$ cat config.mk
export PLATFORM = sky130hd
export DESIGN_NAME = static_linked_list
export DESIGN_NICKNAME = d
export VERILOG_FILES = /design/src/design/sll_pkg.sv /design/src/design/static_linked_list.sv /design/src/design/sll_ctrl.sv /design/src/design/sll_datapath.sv
export SDC_FILE = /design/constraint.sdc
export NUM_CORES = 2
export LEC_CHECK = 0
export CAP_MARGIN = 20
export CELL_PAD_IN_SITES_DETAIL_PLACEMENT = 0
export CELL_PAD_IN_SITES_GLOBAL_PLACEMENT = 2
export CORE_UTILIZATION = 42
export CTS_BUF_LIST = sky130_fd_sc_hd__clkbuf_8 sky130_fd_sc_hd__clkbuf_16
export DETAILED_ROUTE_END_ITERATION = 10
export DONT_BUFFER_PORTS = 1
export PLACE_DENSITY_LB_ADDON = 0.12
export RECOVER_POWER = 100
export SYNTH_ARGS = -nofsm -noshare
export SYNTH_HDL_FRONTEND = slang
export SYNTH_SLANG_ARGS = --single-unit
$ cat constraint.sdc
create_clock -name clk -period 4.75 [get_ports clk]
set_input_delay 0.2375 -clock clk [delete_from_list [all_inputs] [get_ports clk]]
set_output_delay 0.2375 -clock clk [all_outputs]
set_load 0.02 [all_outputs]
$ cat src/design/sll_pkg.sv
// Shared types and constants for the cursor-array linked list.
// Used by sll_ctrl, sll_datapath and static_linked_list; depends on nothing.
package sll_pkg;

  localparam int MAX_ENTRIES = 64;
  localparam int DATA_WIDTH  = 32;

  localparam int LINK_W  = 7;
  localparam int POS_W   = 6;
  localparam int IN_W    = 32;
  localparam int STORE_W = (DATA_WIDTH < IN_W) ? DATA_WIDTH : IN_W;
  localparam int LINK_AW = $clog2(MAX_ENTRIES + 1);

  localparam logic [LINK_W-1:0] FREE_MARK = '1;
  localparam logic [LINK_W-1:0] MAX_IDX   = LINK_W'(MAX_ENTRIES);

  typedef enum logic [1:0] {
    ACT_INSERT = 2'd0,
    ACT_GET    = 2'd1,
    ACT_DELETE = 2'd2,
    ACT_CLEAR  = 2'd3
  } action_t;

  typedef enum logic [2:0] {
    S_IDLE,
    S_DISPATCH,
    S_SEARCH,
    S_WALK,
    S_INS_LINK,
    S_INS_HEAD,
    S_FETCH,
    S_DEL_FREE
  } state_t;

  typedef enum logic [1:0] {
    RA_HEAD,
    RA_ONE,
    RA_NEXT,
    RA_IDX_INC
  } rd_sel_t;

  typedef enum logic [2:0] {
    WR_NONE,
    WR_SLOT,
    WR_CUR_SLOT,
    WR_CUR_NX,
    WR_FREE_OBJ
  } wr_sel_t;

  typedef struct packed {
    logic    ld_req;
    logic    clear_all;
    rd_sel_t rd_sel;
    logic    idx_init;
    logic    idx_inc;
    logic    walk_init;
    logic    walk_step;
    logic    slot_ld;
    logic    nxt_ld;
    wr_sel_t wr_sel;
    logic    cnt_inc;
    logic    cnt_dec;
    logic    data_ld;
    logic    fin;
    logic    fin_ok;
  } ctl_cmd_t;

  typedef struct packed {
    action_t action;
    logic    ins_ok;
    logic    pos_lt_count;
    logic    link_free;
    logic    idx_at_cap;
    logic    walk_more;
    logic    nx_zero;
  } ctl_stat_t;

endpackage

$ cat src/design/static_linked_list.sv
// Top level of the cursor-array linked list.
// Depends on sll_pkg, sll_ctrl and sll_datapath.
//
// Usage:
//   Command channel: a beat (action, position, insert_data) is taken at a
//   rising edge with start high and busy low. Actions: insert, get, delete,
//   clear. One result beat (ok, data_out, length) follows each command,
//   flagged by done for exactly one cycle; the receiver cannot stall it.
//   Configuration: cfg_we writes cfg_wdata into capacity; the user must
//   write it only while idle, as the block itself does not enforce it.
//   Sequence: clear and rejected actions finish at dispatch; get and delete
//   walk from the head to the position, then fetch (delete then unlinks and
//   frees the node); insert searches slots 1..capacity for a free one, then
//   walks from the head, then does two link writes.
//   Throughput: one command at a time; busy drops in the cycle done rises,
//   so the next command may be taken while the result is shown.
//   Reset: empty list, all slots free, capacity at its maximum; no clearing
//   pass is needed.
module static_linked_list (
  input  logic                       clk,
  input  logic                       rst,
  input  logic                       start,
  output logic                       busy,
  input  logic [1:0]                 action,
  input  logic [sll_pkg::POS_W-1:0]  position,
  input  logic [sll_pkg::IN_W-1:0]   insert_data,
  input  logic                       cfg_we,
  input  logic [sll_pkg::LINK_W-1:0] cfg_wdata,
  output logic                       done,
  output logic                       ok,
  output logic [sll_pkg::IN_W-1:0]   data_out,
  output logic [sll_pkg::LINK_W-1:0] length
);

  sll_pkg::ctl_cmd_t  cmd;
  sll_pkg::ctl_stat_t stat;

  sll_ctrl u_ctrl (
    .clk   (clk),
    .rst   (rst),
    .start (start),
    .stat  (stat),
    .cmd   (cmd),
    .busy  (busy)
  );

  sll_datapath u_dp (
    .clk         (clk),
    .rst         (rst),
    .action      (action),
    .position    (position),
    .insert_data (insert_data),
    .cfg_we      (cfg_we),
    .cfg_wdata   (cfg_wdata),
    .cmd         (cmd),
    .stat        (stat),
    .done        (done),
    .ok          (ok),
    .data_out    (data_out),
    .length      (length)
  );

endmodule

$ cat src/design/sll_ctrl.sv
// Sequencer for the linked list: dispatch, free-slot search, link walk, updates.
// Depends on sll_pkg; drives sll_datapath through ctl_cmd_t.
module sll_ctrl (
  input  logic               clk,
  input  logic               rst,
  input  logic               start,
  input  sll_pkg::ctl_stat_t stat,
  output sll_pkg::ctl_cmd_t  cmd,
  output logic               busy
);

  sll_pkg::state_t state, state_next;

  always_ff @(posedge clk) begin
    if (rst) begin
      state <= sll_pkg::S_IDLE;
    end else begin
      state <= state_next;
    end
  end

  always_comb begin
    state_next = state;
    unique case (state)
      sll_pkg::S_IDLE: begin
        if (start) state_next = sll_pkg::S_DISPATCH;
      end
      sll_pkg::S_DISPATCH: begin
        unique case (stat.action) inside
          sll_pkg::ACT_INSERT:
            state_next = stat.ins_ok ? sll_pkg::S_SEARCH : sll_pkg::S_IDLE;
          sll_pkg::ACT_GET, sll_pkg::ACT_DELETE:
            state_next = stat.pos_lt_count ? sll_pkg::S_WALK : sll_pkg::S_IDLE;
          default: state_next = sll_pkg::S_IDLE;
        endcase
      end
      sll_pkg::S_SEARCH: begin
        if (stat.link_free) state_next = sll_pkg::S_WALK;
        else if (stat.idx_at_cap) state_next = sll_pkg::S_IDLE;
      end
      sll_pkg::S_WALK: begin
        if (stat.action == sll_pkg::ACT_INSERT) begin
          if (!(stat.walk_more && !stat.nx_zero)) state_next = sll_pkg::S_INS_LINK;
        end else if (!stat.walk_more) begin
          state_next = stat.nx_zero ? sll_pkg::S_IDLE : sll_pkg::S_FETCH;
        end
      end
      sll_pkg::S_INS_LINK: state_next = sll_pkg::S_INS_HEAD;
      sll_pkg::S_INS_HEAD: state_next = sll_pkg::S_IDLE;
      sll_pkg::S_FETCH: begin
        state_next = (stat.action == sll_pkg::ACT_DELETE) ? sll_pkg::S_DEL_FREE
                                                         : sll_pkg::S_IDLE;
      end
      sll_pkg::S_DEL_FREE: state_next = sll_pkg::S_IDLE;
      default: state_next = sll_pkg::S_IDLE;
    endcase
  end

  always_comb begin
    cmd = '0;
    unique case (state)
      sll_pkg::S_IDLE: begin
        cmd.ld_req = start;
      end
      sll_pkg::S_DISPATCH: begin
        unique case (stat.action) inside
          sll_pkg::ACT_INSERT: begin
            if (stat.ins_ok) begin
              cmd.idx_init = 1'b1;
              cmd.rd_sel   = sll_pkg::RA_ONE;
            end else begin
              cmd.fin = 1'b1;
            end
          end
          sll_pkg::ACT_GET, sll_pkg::ACT_DELETE: begin
            if (stat.pos_lt_count) begin
              cmd.walk_init = 1'b1;
              cmd.rd_sel    = sll_pkg::RA_HEAD;
            end else begin
              cmd.fin = 1'b1;
            end
          end
          default: begin
            cmd.clear_all = 1'b1;
            cmd.fin       = 1'b1;
            cmd.fin_ok    = 1'b1;
          end
        endcase
      end
      sll_pkg::S_SEARCH: begin
        if (stat.link_free) begin
          cmd.slot_ld   = 1'b1;
          cmd.walk_init = 1'b1;
          cmd.rd_sel    = sll_pkg::RA_HEAD;
        end else if (stat.idx_at_cap) begin
          cmd.fin = 1'b1;
        end else begin
          cmd.idx_inc = 1'b1;
          cmd.rd_sel  = sll_pkg::RA_IDX_INC;
        end
      end
      sll_pkg::S_WALK: begin
        if (stat.action == sll_pkg::ACT_INSERT) begin
          // appends once the list ends before the position is reached
          if (stat.walk_more && !stat.nx_zero) begin
            cmd.walk_step = 1'b1;
            cmd.rd_sel    = sll_pkg::RA_NEXT;
          end else begin
            cmd.nxt_ld = 1'b1;
          end
        end else if (stat.walk_more) begin
          cmd.walk_step = 1'b1;
          cmd.rd_sel    = sll_pkg::RA_NEXT;
        end else if (stat.nx_zero) begin
          cmd.fin = 1'b1;
        end else begin
          cmd.nxt_ld = 1'b1;
          cmd.rd_sel = sll_pkg::RA_NEXT;
        end
      end
      sll_pkg::S_INS_LINK: begin
        cmd.wr_sel = sll_pkg::WR_SLOT;
      end
      sll_pkg::S_INS_HEAD: begin
        cmd.wr_sel  = sll_pkg::WR_CUR_SLOT;
        cmd.cnt_inc = 1'b1;
        cmd.fin     = 1'b1;
        cmd.fin_ok  = 1'b1;
      end
      sll_pkg::S_FETCH: begin
        cmd.data_ld = 1'b1;
        if (stat.action == sll_pkg::ACT_DELETE) begin
          cmd.wr_sel = sll_pkg::WR_CUR_NX;
        end else begin
          cmd.fin    = 1'b1;
          cmd.fin_ok = 1'b1;
        end
      end
      sll_pkg::S_DEL_FREE: begin
        cmd.wr_sel  = sll_pkg::WR_FREE_OBJ;
        cmd.cnt_dec = 1'b1;
        cmd.fin     = 1'b1;
        cmd.fin_ok  = 1'b1;
      end
      default: cmd = '0;
    endcase
  end

  assign busy = (state != sll_pkg::S_IDLE);

  a_accept_dispatch: assert property (@(posedge clk) disable iff (rst)
    (state == sll_pkg::S_IDLE && start) |=> state == sll_pkg::S_DISPATCH)
    else $error("accepted beat did not reach dispatch");

  a_fin_idle: assert property (@(posedge clk) disable iff (rst)
    cmd.fin |=> state == sll_pkg::S_IDLE)
    else $error("result issued while sequencer stays busy");

endmodule

$ cat src/design/sll_datapath.sv
// Node store, cursors, counters and result registers of the linked list.
// Depends on sll_pkg; controlled by sll_ctrl through ctl_cmd_t / ctl_stat_t.
module sll_datapath (
  input  logic                       clk,
  input  logic                       rst,
  input  logic [1:0]                 action,
  input  logic [sll_pkg::POS_W-1:0]  position,
  input  logic [sll_pkg::IN_W-1:0]   insert_data,
  input  logic                       cfg_we,
  input  logic [sll_pkg::LINK_W-1:0] cfg_wdata,
  input  sll_pkg::ctl_cmd_t          cmd,
  output sll_pkg::ctl_stat_t         stat,
  output logic                       done,
  output logic                       ok,
  output logic [sll_pkg::IN_W-1:0]   data_out,
  output logic [sll_pkg::LINK_W-1:0] length
);

  localparam int LW = sll_pkg::LINK_W;
  localparam int AW = sll_pkg::LINK_AW;
  localparam int SW = sll_pkg::STORE_W;

  // node store: data has no reset, link slots read their reset value until valid
  logic [LW-1:0] link_mem [0:sll_pkg::MAX_ENTRIES];
  logic [SW-1:0] data_mem [0:sll_pkg::MAX_ENTRIES];
  logic          link_valid [0:sll_pkg::MAX_ENTRIES];

  sll_pkg::action_t      req_action;
  logic [sll_pkg::POS_W-1:0] req_pos;
  logic [SW-1:0]         req_word;
  logic [LW-1:0]         capacity;
  logic [LW-1:0]         count, count_next;
  logic [LW-1:0]         idx;
  logic [LW-1:0]         cur;
  logic [LW-1:0]         walk_i;
  logic [LW-1:0]         slot;
  logic [LW-1:0]         nxt;

  logic [AW-1:0]         rd_addr, addr_q;
  logic [LW-1:0]         link_q;
  logic [SW-1:0]         data_q;
  logic                  valid_q;
  logic [LW-1:0]         link_raw, nx, cap, idx_plus;

  logic                  wr_en;
  logic [AW-1:0]         wr_addr;
  logic [LW-1:0]         wr_val;

  assign cap      = (capacity > sll_pkg::MAX_IDX) ? sll_pkg::MAX_IDX : capacity;
  assign idx_plus = idx + LW'(1);

  assign link_raw = valid_q ? link_q :
                    ((addr_q == '0) ? '0 : sll_pkg::FREE_MARK);
  // out-of-range links and the free mark end the list
  assign nx = (link_raw == '0 || link_raw > sll_pkg::MAX_IDX) ? '0 : link_raw;

  always_comb begin
    case (cmd.rd_sel)
      sll_pkg::RA_HEAD:    rd_addr = '0;
      sll_pkg::RA_ONE:     rd_addr = AW'(1);
      sll_pkg::RA_NEXT:    rd_addr = nx[AW-1:0];
      sll_pkg::RA_IDX_INC: rd_addr = idx_plus[AW-1:0];
      default:             rd_addr = '0;
    endcase
  end

  always_comb begin
    wr_en   = 1'b0;
    wr_addr = slot[AW-1:0];
    wr_val  = nxt;
    case (cmd.wr_sel)
      sll_pkg::WR_SLOT: begin
        wr_en = 1'b1;
      end
      sll_pkg::WR_CUR_SLOT: begin
        wr_en   = 1'b1;
        wr_addr = cur[AW-1:0];
        wr_val  = slot;
      end
      sll_pkg::WR_CUR_NX: begin
        wr_en   = 1'b1;
        wr_addr = cur[AW-1:0];
        wr_val  = nx;
      end
      default: wr_en = 1'b0;
    endcase
  end

  always_ff @(posedge clk) begin
    link_q  <= link_mem[rd_addr];
    data_q  <= data_mem[rd_addr];
    valid_q <= link_valid[rd_addr];
    addr_q  <= rd_addr;
    if (wr_en) link_mem[wr_addr] <= wr_val;
    if (cmd.wr_sel == sll_pkg::WR_SLOT) data_mem[slot[AW-1:0]] <= req_word;
  end

  always_ff @(posedge clk) begin
    if (rst || cmd.clear_all) begin
      for (int k = 0; k <= sll_pkg::MAX_ENTRIES; k++) link_valid[k] <= 1'b0;
    end else if (wr_en) begin
      link_valid[wr_addr] <= 1'b1;
    end else if (cmd.wr_sel == sll_pkg::WR_FREE_OBJ) begin
      link_valid[nxt[AW-1:0]] <= 1'b0;
    end
  end

  always_comb begin
    count_next = count;
    if (cmd.clear_all) count_next = '0;
    else if (cmd.cnt_inc) count_next = count + LW'(1);
    else if (cmd.cnt_dec) count_next = count - LW'(1);
  end

  always_ff @(posedge clk) begin
    if (rst) begin
      capacity <= sll_pkg::MAX_IDX;
      count    <= '0;
      done     <= 1'b0;
    end else begin
      if (cfg_we) capacity <= cfg_wdata;
      count <= count_next;
      done  <= cmd.fin;
    end
  end

  // request, cursors and result payload
  always_ff @(posedge clk) begin
    if (cmd.ld_req) begin
      req_action <= sll_pkg::action_t'(action);
      req_pos    <= position;
      req_word   <= insert_data[SW-1:0];
      data_out   <= '0;
    end
    if (cmd.idx_init) idx <= LW'(1);
    else if (cmd.idx_inc) idx <= idx_plus;
    if (cmd.walk_init) begin
      cur    <= '0;
      walk_i <= '0;
    end else if (cmd.walk_step) begin
      cur    <= nx;
      walk_i <= walk_i + LW'(1);
    end
    if (cmd.slot_ld) slot <= idx;
    if (cmd.nxt_ld) nxt <= nx;
    if (cmd.data_ld) data_out <= sll_pkg::IN_W'(data_q);
    if (cmd.fin) begin
      ok     <= cmd.fin_ok;
      length <= count_next;
    end
  end

  always_comb begin
    stat.action       = req_action;
    stat.ins_ok       = ({1'b0, count} + (LW + 1)'(1) <= {1'b0, cap}) &&
                        ({1'b0, req_pos} < cap);
    stat.pos_lt_count = ({1'b0, req_pos} < count);
    stat.link_free    = (link_raw == sll_pkg::FREE_MARK);
    stat.idx_at_cap   = (idx == cap);
    stat.walk_more    = (walk_i < {1'b0, req_pos}) && (walk_i < sll_pkg::MAX_IDX);
    stat.nx_zero      = (nx == '0);
  end

  a_count_bound: assert property (@(posedge clk) disable iff (rst)
    count <= sll_pkg::MAX_IDX)
    else $error("element count beyond store size");

  a_clear_empty: assert property (@(posedge clk) disable iff (rst)
    cmd.clear_all |=> (count == '0 && length == '0 && ok))
    else $error("clear did not empty the list");

  a_done_follows_fin: assert property (@(posedge clk) disable iff (rst)
    cmd.fin |=> done)
    else $error("result strobe missing after finish");

endmodule
---- After elaboration in Yosys (flattened, before gate mapping) ----
Memories as Yosys holds them, arrays and structs flattened. A register that Yosys moved wholly into a read port is not among the register bits.
Index checks and enable logic that the tools add are counted.
word-level totals
  register bits ........................... 140
  bits in latches ......................... 0
  bits in writable memories ............... 2,600
  ROM bits ................................ 0
  input port bits ......................... 51
  memories ................................ 3
memory list
  memory           depth  width  rd ports  clocked after Yosys merged registers in  wr ports  RTL line            source
  u_dp.data_mem    65     32     1         1                                        1         sll_datapath.sv:25  logic [SW-1:0] data_mem [0:sll_pkg::MAX_ENTRIES];
  u_dp.link_mem    65     7      1         1                                        1         sll_datapath.sv:24  logic [LW-1:0] link_mem [0:sll_pkg::MAX_ENTRIES];
  u_dp.link_valid  65     1      1         1                                        65        sll_datapath.sv:26  logic link_valid [0:sll_pkg::MAX_ENTRIES];
operators by class
  $add $sub $neg .......................... 5
  $mul .................................... 0
  div/mod/pow operators ................... 0
  $lt $le $gt $ge ......................... 7
  equal/unequal tests ..................... 22
  shift-type cells ........................ 0
  muxes and demuxes ....................... 90
  bitwise logic cells ..................... 0
  reduce and logical (&&, ||, !) cells .... 22
operator list
  kind                   count
  $mux W7                10
  $mux W32               2
  $mux W1                48
  $pmux W7 S4            1
  $mux W2                12
  $mux W3                8
  $add A7 B1 Y7 const B  3
  $logic_not A7 Y1       3
  $pmux W3 S7            1
  $eq A3 B3 Y1 const B   5
  $gt A7 B7 Y1 const B   2
  $lt A6 B7 Y1           2
  $pmux W7 S2            1
  $eq A3 B2 Y1 const B   4
  $pmux W3 S4            1
  $ne A3 B3 Y1 const B   3
  $add A7 B1 Y8 const B  1
  $le A8 B7 Y1           1
  $eq A7 B7 Y1           1
  $eq A7 B7 Y1 const B   1
  $lt A7 B6 Y1           1
  $lt A7 B7 Y1 const B   1
  $sub A7 B1 Y7 const B  1
  $eq A2 B2 Y1 const B   3
  19 further kinds       30

---- Longest topological paths before layout ----
  word-level depth ........................ 14
  mapped depth ............................ 22
  depth with buffers taken out ............ 18

---- Cells and area by module ----
A second synthesis with hierarchy kept.
unflattened totals
  cell total of the unflattened synthesis .. 8,721
  area total of the unflattened synthesis .. 114,024.4 um^2
modules (own cells, without submodules)
  module        times used  cells each  area an instance (um^2)  seq. area each (um^2)
  sll_datapath  1           8,641       113,456.3                84,451.0
  sll_ctrl      1           80          568.0                    60.1

---- Worst setup path before layout ----
OpenSTA, ideal clock, no wires.
  path kind ............................... reg-to-reg
  start point ............................. register u_ctrl.state[1]
  end point ............................... memory u_dp.data_mem[64][0] (netlist bit) (enable)
  data arrival time ....................... 4.555 ns
  required time ........................... 4.248 ns
  setup slack ............................. -0.307 ns
  stages on the path, launching flop included .. 8
  buffers on the path ..................... 2
  period minus slack after synthesis ...... 5.057 ns
  path through ............................ dfxtp_1 clkbuf_1 buf_1 nor2_1 nand2_1 nor2_1 nand2_1 nor4bb_1
between the ends
  longest elaborated chain between the ends .. 5
ends and longest elaborated chain
  item                               RTL line            source
  start, declared                    sll_ctrl.sv:12      sll_pkg::state_t state, state_next;
  start signal, assigned             sll_ctrl.sv:16      state <= sll_pkg::S_IDLE;
  start signal, assigned             sll_ctrl.sv:18      state <= state_next;
  $eq A3 B3 Y1                       sll_ctrl.sv:61      unique case (state)
  $pmux W3 S4 (*)                    sll_ctrl.sv:61
  $eq A3 B1 Y1 (*)                   sll_datapath.sv:95  if (cmd.wr_sel == sll_pkg::WR_SLOT) data_mem[slot[AW-1:0]] <= req_word;
  $mux W1 (*)                        sll_datapath.sv:95
  $mux W1 (implied by the code) (*)  sll_datapath.sv:95
  end, declared                      sll_datapath.sv:25
Every way passes the cells marked *; elsewhere a longest branch is shown, timed or not.

---- Final worst setup path ----
  start point ............................. register u_dp.count[0]
  end point ............................... register u_dp.data_q[26] (read register of u_dp.data_mem)
between the ends
  longest elaborated chain between the ends .. 8
ends and longest elaborated chain
  item                                  RTL line             source
  start, declared                       sll_datapath.sv:32   logic [LW-1:0] count, count_next;
  start signal, assigned                sll_datapath.sv:122  count <= count_next;
  $add A7 B1 Y8 (*)                     sll_datapath.sv:155  stat.ins_ok = ({1'b0, count} + (LW + 1)'(1) <= {1'b0, cap}) &&
  $le A8 B7 Y1 (*)                      sll_datapath.sv:155
  $logic_and A1 B1 Y1 (*)               sll_datapath.sv:155
  $mux W2 (*)                           sll_ctrl.sv:68       if (stat.ins_ok) begin
  $mux W2 (*)                           -
  $pmux W2 S3 (*)                       sll_ctrl.sv:61
  $eq A2 B2 Y1 (tied with other cells)  sll_datapath.sv:58   case (cmd.rd_sel)
  $pmux W7 S4 (*)                       sll_datapath.sv:58
  end, declared                         sll_datapath.sv:41   logic [SW-1:0] data_q;
Marked as above.
A chain may end at the register's enable or synchronous reset.

==> summary.md <==
| Metric | Value |
|---|---|
| Placer Congestion | `approximately 0.85` |
| Initial antenna violation count | `14` |
| DIE AREA | `~270000 um^2` |
| Mapped Area | `roughly 110000 um^2` |
| Filler cells | `22968` |
| Synthesized area per cell | `about 14 um^2` |
| DRT antenna net count | `0` |
| Clock Path Buffers | `4` |
| Slew HR | `-130%` |
| Met2 WL | `between 150000 and 200000 um` |
| Max-slew violation count | `~2200` |
| MaxCap Viol Count | `34` |
| Slack of the worst reg-to-reg path | `about 69 ps` |
| Detailed placement HPWL | `229000 um` |
| Non-Filler Instances | `around 12000` |
| Outcome | `finished with violations` |
| Starting Density | `42.3%` |
| Drt via density | `between 6 and 7` |
| Setup CP Type | `reg -> reg` |
| Maximum vdd drop | `0.293 mV` |
| Ys async rst share | `0%` |
| Dominant synthesized flop cell | `edfxtp_1` |
| F_max | `between 0.2 and 0.25 GHz` |
| Synthesis Warnings | `0` |
| Syn_nets | `8137` |
| Via count | `74373` |
| Worst Max-Slew Pin Slew | `3450 ps` |
| Seq cells post-synth | `2843` |
| Setup violators final | `0` |
| Post-route DRC | `0` |
| Synth cell types | `a little under 100` |
| HP Class | `in -> reg` |
| RSZ-0062 raised after global routing | `yes` |
| 1st-iter DRT viols | `~9000` |
| CTS Buf Count | `313` |
| CP arrival | `approximately 5500 ps` |
| Vias in the first global route | `around 71000` |
| Tcrit/Tclk final | `between 90% and 100%` |
| Routed length per instance | `32.3 um` |
| Lkg Pwr | `around 46 nW` |
| CTS tree | `built` |
| Core Box Area | `~270000 um^2` |
| Largest net degree at the start of global routing | `89` |
| GRT overflow | `0` |
| Area delta synth->final | `17.6%` |
| M1 WL | `around 180000 um` |
| Post-synth EDFFs | `approximately 2800` |
| Worst r2r dst | `u_dp.data_q[26]` |
| Worst Setup Start Kind | `register` |
| Min-delay src | `cfg_we` |
| WHS | `68.1 ps` |
| # rows | `190` |
| GRT Util Overall | `between 20% and 30%` |
| Min cycle time layout | `approximately 4700 ps` |
| Fin. Hold Viols | `0` |
| Fin util | `49.8%` |
| Synth Instances | `between 8000 and 9000` |
| Power Density | `549 nW/um^2` |
| CP max FO | `24` |
| Skew final | `between 40 and 50 ps` |
| Critical Path Sink Type | `register` |
| CP required | `5570 ps` |
| Reg2reg start | `u_dp.count[0]` |
| Die span in x | `around 520 um` |
| Clk sinks | `2843` |
| Highest routed layer | `met5` |
| R2R cell count | `21` |
| H-tree depth | `5` |
| Failing checks | `capacitance limit, slew limit` |
| Clock transition at path regs | `about 60 ps` |
| Sequential area share after synthesis | `74.4%` |
| Placed cell areas | `roughly 120000 um^2` |
| Clk root buf | `clkbuf_16` |
| Total Power | `roughly 73 mW` |
| Final WL | `about 400000 um` |
| First-pass GRT wire length | `between 500000 and 600000 um` |
| Post-Place Cells | `about 12000` |
| I/O Buffers | `0` |
| Layout cells sized above 1 | `14.3%` |
| I/O Pins | `between 90 and 100` |
| Met3 Routed Length | `31000 um` |
| Hold Path Depth | `3` |
| Final instance area | `approximately 130000 um^2` |
| Hold endpoint | `u_dp.capacity[4]` |
| Pre-antenna DRT Iters | `5` |
| Clk Latency, worst-skew pair | `around 910 ps` |
| Die height | `522 um` |
| Fin nets | `8593` |
[repair_timing]
item,4_1_cts,5_1_grt
endpoints found under the setup margin,10,36
gates resized for setup,11,89
pin swaps,0,17
hold endpoints to repair,125,0
gates cloned,0,4
hold buffers,99,0
buffers inserted,0,7
[critical path, cell delays in order (launching register included)]
cell       delay [ps]
dfxtp_1           330
buf_4             170
and3_1            180
nand2_1            80
xnor2_1           130
ha_1              290
a21o_1            170
a21oi_2           150
o211ai_1          160
a211o_1           380
o211ai_1          260
clkbuf_16         260
buf_8             180
buf_12            180
buf_12            180
buf_4             180
and3_1            170
a211oi_1           50
a31oi_1           150
o22ai_1           110
nor4_2            480
o221a_2           290
[state kept, by name, summed over array words and instances (netlist names)]
register,flops
u_dp.data_mem,2080
u_dp.link_mem,455
u_dp.link_valid,128
u_dp.data_out,32
u_dp.data_q,32
u_dp.req_word,32
u_dp.addr_q,7
u_dp.capacity,7
u_dp.count,7
u_dp.cur,7
u_dp.idx,7
u_dp.length,7
u_dp.link_q,7
u_dp.nxt,7
u_dp.slot,7
u_dp.walk_i,7
u_dp.req_pos,6
u_ctrl.state,3
u_dp.req_action,2
u_dp.done,1
u_dp.ok,1
u_dp.valid_q,1
[power breakdown]
part | internal (mW) | total, mW | switching (mW)
combinational | 6.83 | 19.8 | 13.0
clock | 13.7 | 23.7 | 10.0
sequential | 29.1 | 29.7 | 0.661
[cell usage after synthesis (53+ instances only)]
master	count	area share (%)
a31oi_1	299	1.6
nor2_1	345	1.1
nand2_1	1474	4.9
nand3_1	162	0.71
a211oi_1	447	3.0
o22ai_1	89	0.49
and3_1	442	2.4
a21oi_1	251	1.1
clkbuf_1	289	0.96
buf_4	53	0.35
dfxtp_1	86	1.5
a311oi_1	181	1.4
buf_2	221	0.97
a221oi_1	57	0.44
o21ai_0	162	0.71
mux2i_1	81	0.71
edfxtp_1	2757	73
[cell usage in the layout (no fill, tap or decap), types with 86 or more instances in the layout]
master	netlist	layout
a211oi_1	447	433
a21oi_1	251	245
a311oi_1	181	172
a31oi_1	299	298
and3_1	442	442
buf_12	0	123
buf_4	53	457
clkbuf_16	0	327
dfxtp_1	86	86
dlygate4sd3_1	0	99
edfxtp_1	2757	2757
inv_1	38	125
nand2_1	1474	1468
nand3_1	162	161
nor2_1	345	276
o21ai_0	162	158
[through the flow]
step                setup TNS (ps)  setup slack, ps
floorplan                        0              916
global placement             -2370             -565
detailed placement           -1550             -504
CTS                              0            0.722
global route                  -916             -126
finish                           0             69.5
[final cells by class]
type                       instances  area [um^2]  area share (%)
clock inverter                   226         1650            1.23
clock buffer                     336         8250            6.18
multi-input combinational       4569        27100            20.3
timing repair buffer             743         7420            5.55
antenna                           10         25.0          0.0187
inverter                          43          206           0.155
tap                             3552         4440            3.33
sequential                      2843        84500            63.3
[metal layers]
layer | track usage (%) | vias to the layer above
li1 | - | 32083
met1 | 42.4 | 38687
met2 | 43.9 | 3149
met3 | 3.93 | 452
met4 | 7.99 | 2
met5 | 0 | -
[worst max-delay path by stage]
stage | start | to | slack, ps | cells past startpoint
floorplan | u_ctrl.state[1] | u_dp.data_mem[64][0] | 920 | 7
global placement | u_dp.count[1] | u_dp.data_q[6] | -570 | 22
detailed placement | u_dp.count[0] | u_dp.data_q[6] | -500 | 22
CTS | u_dp.count[0] | u_dp.data_q[26] | 0.7 | 21
global route | u_dp.count[0] | u_dp.data_q[6] | -130 | 22
finish | u_dp.count[0] | u_dp.data_q[26] | 70 | 21
[kinds of logic after synthesis]
family	synth area share, %
xor gates and xnor gates	0.201
buffers and inverters	2.69
adders and majority gates	0.338
AOI/OAI and AO/OA	10.6
muxes	1.00
DFF	74.4
and+or+nand+nor	10.7
Power figures use the tool's default switching activity.
